### src/rtl/pld_pkg.sv
// shared types and constants of the pwm led shift driver
// no dependencies

package pld_pkg;

  localparam int unsigned LED_COUNT = 8;
  localparam int unsigned PWM_BITS  = 12;

  // widths of the level fields and of the widest stored word
  localparam int unsigned LEVEL_W   = 12;
  localparam int unsigned EXT_W     = 16;
  localparam int unsigned CFG_IDX_W = 2;

  localparam logic [LEVEL_W-1:0] LEVEL_MAX = '1;

  typedef enum logic [2:0] {
    OP_TICK        = 3'd0,
    OP_WRITE_RAW   = 3'd1,
    OP_WRITE_COLOR = 3'd2,
    OP_START       = 3'd3,
    OP_CLEAR_START = 3'd4
  } pld_op_e;

  typedef enum logic [CFG_IDX_W-1:0] {
    CFG_RED_MAX   = 2'd0,
    CFG_GREEN_MAX = 2'd1,
    CFG_BLUE_MAX  = 2'd2
  } pld_cfg_e;

  typedef struct packed {
    logic clk;
    logic dat;
    logic lat;
  } pld_pins_t;

  typedef struct packed {
    logic write;
    logic clear;
  } pld_store_cmd_t;

  typedef struct packed {
    logic start;
    logic advance;
  } pld_seq_ctrl_t;

  // zero-extend a level so any word width up to EXT_W can take its low bits
  function automatic logic [EXT_W-1:0] ext_level(logic [LEVEL_W-1:0] v);
    return {{(EXT_W - LEVEL_W){1'b0}}, v};
  endfunction

endpackage

### src/rtl/pld_store.sv
// pwm word store: three words per led, one write port, clear-all, one read port
// depends on pld_pkg

module pld_store import pld_pkg::*; #(
  parameter int unsigned LedCount = LED_COUNT,
  parameter int unsigned PwmBits  = PWM_BITS,
  localparam int unsigned Channels = 3 * LedCount,
  localparam int unsigned ChW      = $clog2(Channels)
) (
  input  logic               clk_i,
  input  logic               rst_ni,
  input  pld_store_cmd_t     cmd_i,
  input  logic [2:0]         led_i,
  input  logic [PwmBits-1:0] red_i,
  input  logic [PwmBits-1:0] green_i,
  input  logic [PwmBits-1:0] blue_i,
  input  logic [ChW-1:0]     rd_addr_i,
  output logic [PwmBits-1:0] rd_word_o
);

  logic [PwmBits-1:0] word_q [Channels];

  always_ff @(posedge clk_i or negedge rst_ni) begin
    if (!rst_ni) begin
      for (int unsigned c = 0; c < Channels; c++) begin
        word_q[c] <= '0;
      end
    end else if (cmd_i.clear) begin
      for (int unsigned c = 0; c < Channels; c++) begin
        word_q[c] <= '0;
      end
    end else if (cmd_i.write) begin
      for (int unsigned l = 0; l < LedCount; l++) begin
        if (32'(led_i) == l) begin
          word_q[3*l]     <= red_i;
          word_q[3*l + 1] <= green_i;
          word_q[3*l + 2] <= blue_i;
        end
      end
    end
  end

  assign rd_word_o = word_q[rd_addr_i];

endmodule

### src/rtl/pld_seq.sv
// update sequencer: walks channels and bits, drives clock, data and latch pins
// depends on pld_pkg

module pld_seq import pld_pkg::*; #(
  parameter int unsigned LedCount = LED_COUNT,
  parameter int unsigned PwmBits  = PWM_BITS,
  localparam int unsigned Channels = 3 * LedCount,
  localparam int unsigned ChW      = $clog2(Channels),
  localparam int unsigned BitW     = $clog2(PwmBits)
) (
  input  logic               clk_i,
  input  logic               rst_ni,
  input  pld_seq_ctrl_t      ctrl_i,
  input  logic [PwmBits-1:0] rd_word_i,
  output logic [ChW-1:0]     rd_addr_o,
  output logic               busy_o,
  output pld_pins_t          pins_d_o,
  output logic               busy_d_o
);

  typedef enum logic [1:0] {
    PH_IDLE,
    PH_SHIFT,
    PH_LATCH_HIGH,
    PH_LATCH_LOW
  } phase_e;

  phase_e          phase_q, phase_d;
  logic [ChW-1:0]  chan_q, chan_d;
  logic [BitW-1:0] bit_q, bit_d;
  logic            half_q, half_d;
  pld_pins_t       pins_q, pins_d;

  always_comb begin
    phase_d = phase_q;
    chan_d  = chan_q;
    bit_d   = bit_q;
    half_d  = half_q;
    pins_d  = pins_q;
    if (ctrl_i.start) begin
      pins_d.lat = 1'b0;
      chan_d     = ChW'(Channels - 1);
      bit_d      = BitW'(PwmBits - 1);
      half_d     = 1'b0;
      phase_d    = PH_SHIFT;
    end else if (ctrl_i.advance) begin
      case (phase_q)
        PH_SHIFT: begin
          if (!half_q) begin
            pins_d.clk = 1'b0;
            pins_d.dat = rd_word_i[bit_q];
            half_d     = 1'b1;
          end else begin
            pins_d.clk = 1'b1;
            half_d     = 1'b0;
            if (bit_q != '0) begin
              bit_d = bit_q - 1'b1;
            end else if (chan_q != '0) begin
              chan_d = chan_q - 1'b1;
              bit_d  = BitW'(PwmBits - 1);
            end else begin
              phase_d = PH_LATCH_HIGH;
            end
          end
        end
        PH_LATCH_HIGH: begin
          pins_d.clk = 1'b0;
          pins_d.lat = 1'b1;
          phase_d    = PH_LATCH_LOW;
        end
        PH_LATCH_LOW: begin
          pins_d.lat = 1'b0;
          phase_d    = PH_IDLE;
        end
        default: begin
          phase_d = phase_q;
        end
      endcase
    end
  end

  always_ff @(posedge clk_i or negedge rst_ni) begin
    if (!rst_ni) begin
      phase_q <= PH_IDLE;
      chan_q  <= '0;
      bit_q   <= '0;
      half_q  <= 1'b0;
      pins_q  <= '0;
    end else begin
      phase_q <= phase_d;
      chan_q  <= chan_d;
      bit_q   <= bit_d;
      half_q  <= half_d;
      pins_q  <= pins_d;
    end
  end

  assign rd_addr_o = chan_q;
  assign busy_o    = (phase_q != PH_IDLE);
  assign pins_d_o  = pins_d;
  assign busy_d_o  = (phase_d != PH_IDLE);

endmodule

### src/rtl/pwm_led_shift_driver_unit.sv
// Serial front end for a chain of 24-channel 12-bit PWM LED drivers.
//
// Input channel (in_valid_i / in_ready_o): one transaction per tick. The
// operation writes raw levels for one LED, writes a colour code through the
// max-level registers, starts an update or clears every word and starts one.
// While an update runs every transaction advances the pin waveform by one
// step, half a bit while shifting; writes or starts are flagged rejected.
// Output channel (out_valid_o / out_ready_i): exactly one result per input
// transaction, carrying the pin levels after that tick, busy and rejected.
// Config channel (cfg_valid_i / cfg_ready_o): max-level registers, always
// ready, written by the user only while idle; the block does not enforce it.
// Results are registered, valid the cycle after accept. Throughput is one
// transaction per cycle, set by the single output register: input is taken
// whenever that register is empty or being drained in the same cycle, so a
// stalled receiver holds the input off once one result is waiting.
// Reset clears all PWM words, the sequencer and its pin state, and sets the
// max-level registers to full scale; the result data register is not reset.
// depends on pld_pkg, pld_store, pld_seq

module pwm_led_shift_driver_unit import pld_pkg::*; #(
  parameter int unsigned LedCount = LED_COUNT,
  parameter int unsigned PwmBits  = PWM_BITS
) (
  input  logic                 clk_i,
  input  logic                 rst_ni,
  input  logic                 in_valid_i,
  output logic                 in_ready_o,
  input  logic [2:0]           operation_i,
  input  logic [2:0]           led_index_i,
  input  logic [LEVEL_W-1:0]   red_level_i,
  input  logic [LEVEL_W-1:0]   green_level_i,
  input  logic [LEVEL_W-1:0]   blue_level_i,
  input  logic [2:0]           color_code_i,
  output logic                 out_valid_o,
  input  logic                 out_ready_i,
  output logic                 serial_clock_o,
  output logic                 serial_data_o,
  output logic                 latch_pin_o,
  output logic                 busy_res_o,
  output logic                 rejected_o,
  input  logic                 cfg_valid_i,
  output logic                 cfg_ready_o,
  input  logic [CFG_IDX_W-1:0] cfg_index_i,
  input  logic [LEVEL_W-1:0]   cfg_data_i
);

  localparam int unsigned Channels = 3 * LedCount;
  localparam int unsigned ChW      = $clog2(Channels);

  logic [LEVEL_W-1:0] red_max_q, green_max_q, blue_max_q;

  logic               accept;
  logic               busy;
  logic               led_ok;
  pld_store_cmd_t     store_cmd;
  pld_seq_ctrl_t      seq_ctrl;
  logic               reject;
  logic [EXT_W-1:0]   red_ext, green_ext, blue_ext;
  logic [LEVEL_W-1:0] red_sel, green_sel, blue_sel;
  logic [ChW-1:0]     rd_addr;
  logic [PwmBits-1:0] rd_word;
  pld_pins_t          pins_d;
  logic               busy_d;

  logic               out_valid_q;
  pld_pins_t          pins_out_q;
  logic               busy_out_q;
  logic               rej_out_q;

  // config registers
  assign cfg_ready_o = 1'b1;

  always_ff @(posedge clk_i or negedge rst_ni) begin
    if (!rst_ni) begin
      red_max_q   <= LEVEL_MAX;
      green_max_q <= LEVEL_MAX;
      blue_max_q  <= LEVEL_MAX;
    end else if (cfg_valid_i && cfg_ready_o) begin
      case (pld_cfg_e'(cfg_index_i))
        CFG_RED_MAX:   red_max_q   <= cfg_data_i;
        CFG_GREEN_MAX: green_max_q <= cfg_data_i;
        CFG_BLUE_MAX:  blue_max_q  <= cfg_data_i;
        default:       red_max_q   <= red_max_q;
      endcase
    end
  end

  // operation decode
  assign in_ready_o = !out_valid_q || out_ready_i;
  assign accept     = in_valid_i && in_ready_o;
  assign led_ok     = (32'(led_index_i) < LedCount);

  always_comb begin
    store_cmd = '0;
    seq_ctrl  = '0;
    reject    = 1'b0;
    red_sel   = red_level_i;
    green_sel = green_level_i;
    blue_sel  = blue_level_i;
    if (accept) begin
      if (busy) begin
        seq_ctrl.advance = 1'b1;
        case (pld_op_e'(operation_i))
          OP_WRITE_RAW, OP_WRITE_COLOR, OP_START, OP_CLEAR_START: reject = 1'b1;
          default: reject = 1'b0;
        endcase
      end else begin
        case (pld_op_e'(operation_i))
          OP_WRITE_RAW: begin
            store_cmd.write = led_ok;
          end
          OP_WRITE_COLOR: begin
            store_cmd.write = led_ok;
            red_sel   = color_code_i[0] ? red_max_q   : '0;
            green_sel = color_code_i[1] ? green_max_q : '0;
            blue_sel  = color_code_i[2] ? blue_max_q  : '0;
          end
          OP_START: begin
            seq_ctrl.start = 1'b1;
          end
          OP_CLEAR_START: begin
            store_cmd.clear = 1'b1;
            seq_ctrl.start  = 1'b1;
          end
          default: begin
            seq_ctrl = '0;
          end
        endcase
      end
    end
  end

  assign red_ext   = ext_level(red_sel);
  assign green_ext = ext_level(green_sel);
  assign blue_ext  = ext_level(blue_sel);

  pld_store #(
    .LedCount (LedCount),
    .PwmBits  (PwmBits)
  ) u_store (
    .clk_i     (clk_i),
    .rst_ni    (rst_ni),
    .cmd_i     (store_cmd),
    .led_i     (led_index_i),
    .red_i     (red_ext[PwmBits-1:0]),
    .green_i   (green_ext[PwmBits-1:0]),
    .blue_i    (blue_ext[PwmBits-1:0]),
    .rd_addr_i (rd_addr),
    .rd_word_o (rd_word)
  );

  pld_seq #(
    .LedCount (LedCount),
    .PwmBits  (PwmBits)
  ) u_seq (
    .clk_i     (clk_i),
    .rst_ni    (rst_ni),
    .ctrl_i    (seq_ctrl),
    .rd_word_i (rd_word),
    .rd_addr_o (rd_addr),
    .busy_o    (busy),
    .pins_d_o  (pins_d),
    .busy_d_o  (busy_d)
  );

  // result register
  always_ff @(posedge clk_i or negedge rst_ni) begin
    if (!rst_ni) begin
      out_valid_q <= 1'b0;
    end else if (accept) begin
      out_valid_q <= 1'b1;
    end else if (out_ready_i) begin
      out_valid_q <= 1'b0;
    end
  end

  always_ff @(posedge clk_i) begin
    if (accept) begin
      pins_out_q <= pins_d;
      busy_out_q <= busy_d;
      rej_out_q  <= reject;
    end
  end

  assign out_valid_o    = out_valid_q;
  assign serial_clock_o = pins_out_q.clk;
  assign serial_data_o  = pins_out_q.dat;
  assign latch_pin_o    = pins_out_q.lat;
  assign busy_res_o     = busy_out_q;
  assign rejected_o     = rej_out_q;

endmodule

### config.mk
export PLATFORM = sky130hd
export DESIGN_NAME = pwm_led_shift_driver_unit
export DESIGN_NICKNAME = d
export VERILOG_FILES = /design/src/rtl/pld_pkg.sv /design/src/rtl/pld_store.sv /design/src/rtl/pld_seq.sv /design/src/rtl/pwm_led_shift_driver_unit.sv
export SDC_FILE = /design/constraint.sdc
export NUM_CORES = 1
export LEC_CHECK = 0
export ABC_AREA = 1
export BUFFER_PORTS_ARGS = -buffer_cell sky130_fd_sc_hd__buf_2
export CORE_MARGIN = 1.5
export CORE_UTILIZATION = 34
export DETAILED_ROUTE_END_ITERATION = 10
export GPL_TIMING_DRIVEN = 0
export HOLD_SLACK_MARGIN = 0.15
export SETUP_SLACK_MARGIN = 0.15
export SYNTH_ARGS = -nofsm -noshare
export SYNTH_HDL_FRONTEND = slang
export SYNTH_SLANG_ARGS = --single-unit
### constraint.sdc
create_clock -name clk_i -period 2.7 [get_ports clk_i]
set_input_delay 0.27 -clock clk_i [delete_from_list [all_inputs] [get_ports clk_i]]
set_output_delay 0.27 -clock clk_i [all_outputs]
set_load 0.05 [all_outputs]
==> results.yml <==
status:
  outcome: "completed"
cts:
  cts-root-buf: "clkbuf_16"
  clkSinkCount: 345
  htree_levels: 2
  clk_latency_ns: 0.57
  cts_tree: "yes"
  ctsLongestPathBuffers: 3
  cts_buffers: 38
  clk_pin_slew_ns: 0.07
yosys:
  synthCells: 1943
  yosysSeqAreaShare_pct: 50.8
  synth_nets: 2013
  synth_top_area_share_pct: 44.4
  ys_ff_latch: 345
  synth_top_family_by_area: "simple AND/OR/NAND/NOR gates"
  synth-main-ff-cell: "dfrtp_1"
  muxShareOfSynthArea_pct: 9.03
  yosysMostFrequentCell: "nand2_1"
  syn_area_per_cell_um2: 8.81
  synth-compound-area-share_pct: 11.3
  async_reset_ff_share_pct: 98.6
  synth_largest_area_cell: "dfrtp_1"
  synthXorXnorAreaFrac_pct: 0
  synth_simple_gate_area_share_pct: 20.1
  syn_area_um2: 17100
  synth_edf_count: 5
  synth_common_cells: "462 x nand2_1, 304 x dfrtp_1, 225 x o21ai_0"
  synth_fa_ha_area_share_pct: 0.438
  yosys-top-cells-area: "dfrtp_1 44%, nand2_1 10%, mux2_2 8.2%, o21ai_0 6.6%, nand3_1 5.6%"
  synth_warnings: 0
  ys_types: 45
setup_path:
  end_kind: "flop"
  critPathMaxFanout: 10
  timing.rr.start: "u_seq.rd_addr_o[0]"
  crit_path_frequent_cell: "nand3_1"
  crit_type: "flop to flop"
  worstSetupPathDepth: 14
  r2r_cells: 14
  required_ns: 3.10
  start_kind: "flop"
  crit_family: "simple AND/OR/NAND/NOR gates"
  worstPathCellList: "clkbuf_4 -> clkbuf_4 -> clkbuf_4 -> a21oi_1 -> o21ai_0 -> nand3_1 -> nand3_1 -> nand2_1 -> nand3_1 -> nand3_1 -> nand2_1 -> nand2_1 -> nand3_1 -> a21oi_1"
  arrival_ns: 2.93
  crit_slowest_cell: "dfrtp_1"
  slowest_delay_ns: 0.45
  startpoint: "u_seq.rd_addr_o[0]"
  crit_buf_inv: 3
power:
  peakVddDrop_mv: 0.508
  power_leakage_nw: 9.89
  fin_total_pwr_mw: 20.1
  p_per_area_nw_per_um2: 949
timing:
  hold_slack_ns: 0.159
  finClkSkew_ns: 0.0152
  post-route-period-util_pct: 93.6
  worst_pin_slew_ns: 0.934
  hold_viol: 0
  maxSlewViolCount: 0
  setup_ws_ns: 0.172
  min_period_ns: 2.53
  rsz0062_at_grt: "yes"
  max_clock_freq_ghz: 0.396
  setup_viol: 0
  max_slew_margin_pct: 37.5
die:
  rows: 82
  num_io_pins: 72
  start_util_pct: 34.3
  core_um2: 50000
  die_area_um2: 51700
  fp.dieW_um: 227
  die_h_um: 227
placement:
  place_hpwl_um: 43300
  dp_slack_ns: -0.527
  place.gp.congestion: 0.946
  place_inst: 2690
  numPortBuffers: 70
drt:
  totalWireLength_um: 65800
  routedWlPerCell_um: 23.3
  drt_iter0_markers: 1645
  first_pass_iters: 6
  drtAntennaViolNets: 0
  num_vias: 15298
  drc_errors: 0
  drt-vias-per-instance: 5.42
global_routing:
  grt_pass1_wl_um: 97000
  global_route.usage.total_pct: 25.8
  grt_pass1_vias: 15132
  grt-ovfl-total: 0
  grt_max_degree: 112
  antenna_found_initial: 0
finish:
  syn_to_final_growth_pct: 23.4
  final_net_count: 2192
  antennaDiodeCount: 0
  drive_above_1_share_pct: 25.2
  layout.cells.non_filler: 2824
flow_run:
  drv_cap: 0
worst_hold_path:
  min_path_type: "primary input to async pin"
layout make-up:
type | instances | area (um2)
clock inverter | 11 | 164
sequential | 345 | 8700
fill | 4912 | 28800
inverter | 202 | 764
buffer | 124 | 759
timing repair buffer | 139 | 1360
multi-input combinational | 1272 | 7330
tap | 672 | 841
clock buffer | 59 | 1200
state kept, by name, indices dropped and copies added (netlist names):
name	flops
u_seq.bit_q	4
u_seq.half_q	1
u_seq.phase_q	2
busy_res_o	1
u_seq.pins_q	3
green_max_q	12
u_seq.rd_addr_o	5
serial_clock_o	1
red_max_q	12
out_valid_o	1
latch_pin_o	1
u_store.word_q	288
serial_data_o	1
rejected_o	1
blue_max_q	12
through the flow:
stage	util [%]	area, um2	TNS, ns
CTS	41.9	20900	0
global route	42.3	21100	0
floorplan	-	17100	0
global placement	36.7	18300	-1784.87
detailed placement	36.9	18400	-69.46
finish	42.3	21100	0
worst register-to-register path, delay by kind of cell (launching register included):
kind	cells	cell delay, ns
and+or+nand+nor	8	0.80
AOI/OAI and AO/OA	3	0.46
buffers and inverters	3	0.66
DFF	1	0.45
power by group:
group          internal [mW]  switching (mW)  total, mW
clock                   3.46            2.25       5.71
combinational           2.30            4.38       6.69
sequential              6.94           0.721       7.66
per-layer routing:
metal  up-vias  global-route usage (%)  wire (um)
met5         -                       0          0
met4         0                    16.3       4810
met3       261                    5.15       6070
met2       818                    40.4      29500
met1      7488                    32.8      25400
li1       6731                       -          -
cells in the final DEF (no fill, tap or decap), types with 6 or more instances in the layout:
master	Yosys	layout
dfstp_2	36	36
dlygate4sd3_1	0	15
clkbuf_2	0	12
nand2_1	462	462
nor3_4	0	34
o21ai_0	225	225
clkbuf_1	34	29
o211ai_1	29	29
nor2_1	72	71
buf_4	22	45
a21oi_1	78	53
buf_6	4	11
buf_12	0	30
inv_1	194	194
nand3_1	191	191
mux2_2	124	122
a21oi_2	6	29
clkbuf_8	0	9
inv_2	6	6
clkbuf_4	0	12
dfrtp_1	304	304
mux2_4	7	9
buf_2	56	109
clkbuf_16	0	42
path summary, 6_finish.rpt:
path | slack [ns] | to
worst max-delay path | 0.17 | serial_data_o
worst max register to register | 0.17 | serial_data_o
min in group clk_i | 0.20 | red_max_q[6]
worst min register to register | 0.49 | u_store.word_q[198]
max in group asynchronous | 1.26 | blue_max_q[5]
worst min-delay path | 0.16 | u_store.word_q[245]
repair_timing:
| item | 4_1_cts | 5_1_grt |
|---|---|---|
| endpoints found under the hold margin | 275 | 0 |
| endpoints found under the setup margin | 292 | 106 |
| gates resized for setup | 77 | 44 |
| pin swaps | 28 | 4 |
| hold buffers | 15 | 0 |
| setup buffers | 40 | 9 |
kinds of logic (layout without fill, tap and decap cells):
| family | Yosys count | after routing |
|---|---|---|
| AND/OR/NAND/NOR | 775 | 775 |
| AO/OA/AOI/OAI | 355 | 355 |
| flip-flops | 345 | 345 |
| buffers and inverters | 326 | 535 |
| multiplexers | 135 | 135 |
| adder cells (fa/ha/maj) | 6 | 6 |
| other | 1 | 1 |
No activity file was read; power rests on OpenSTA's default activity.
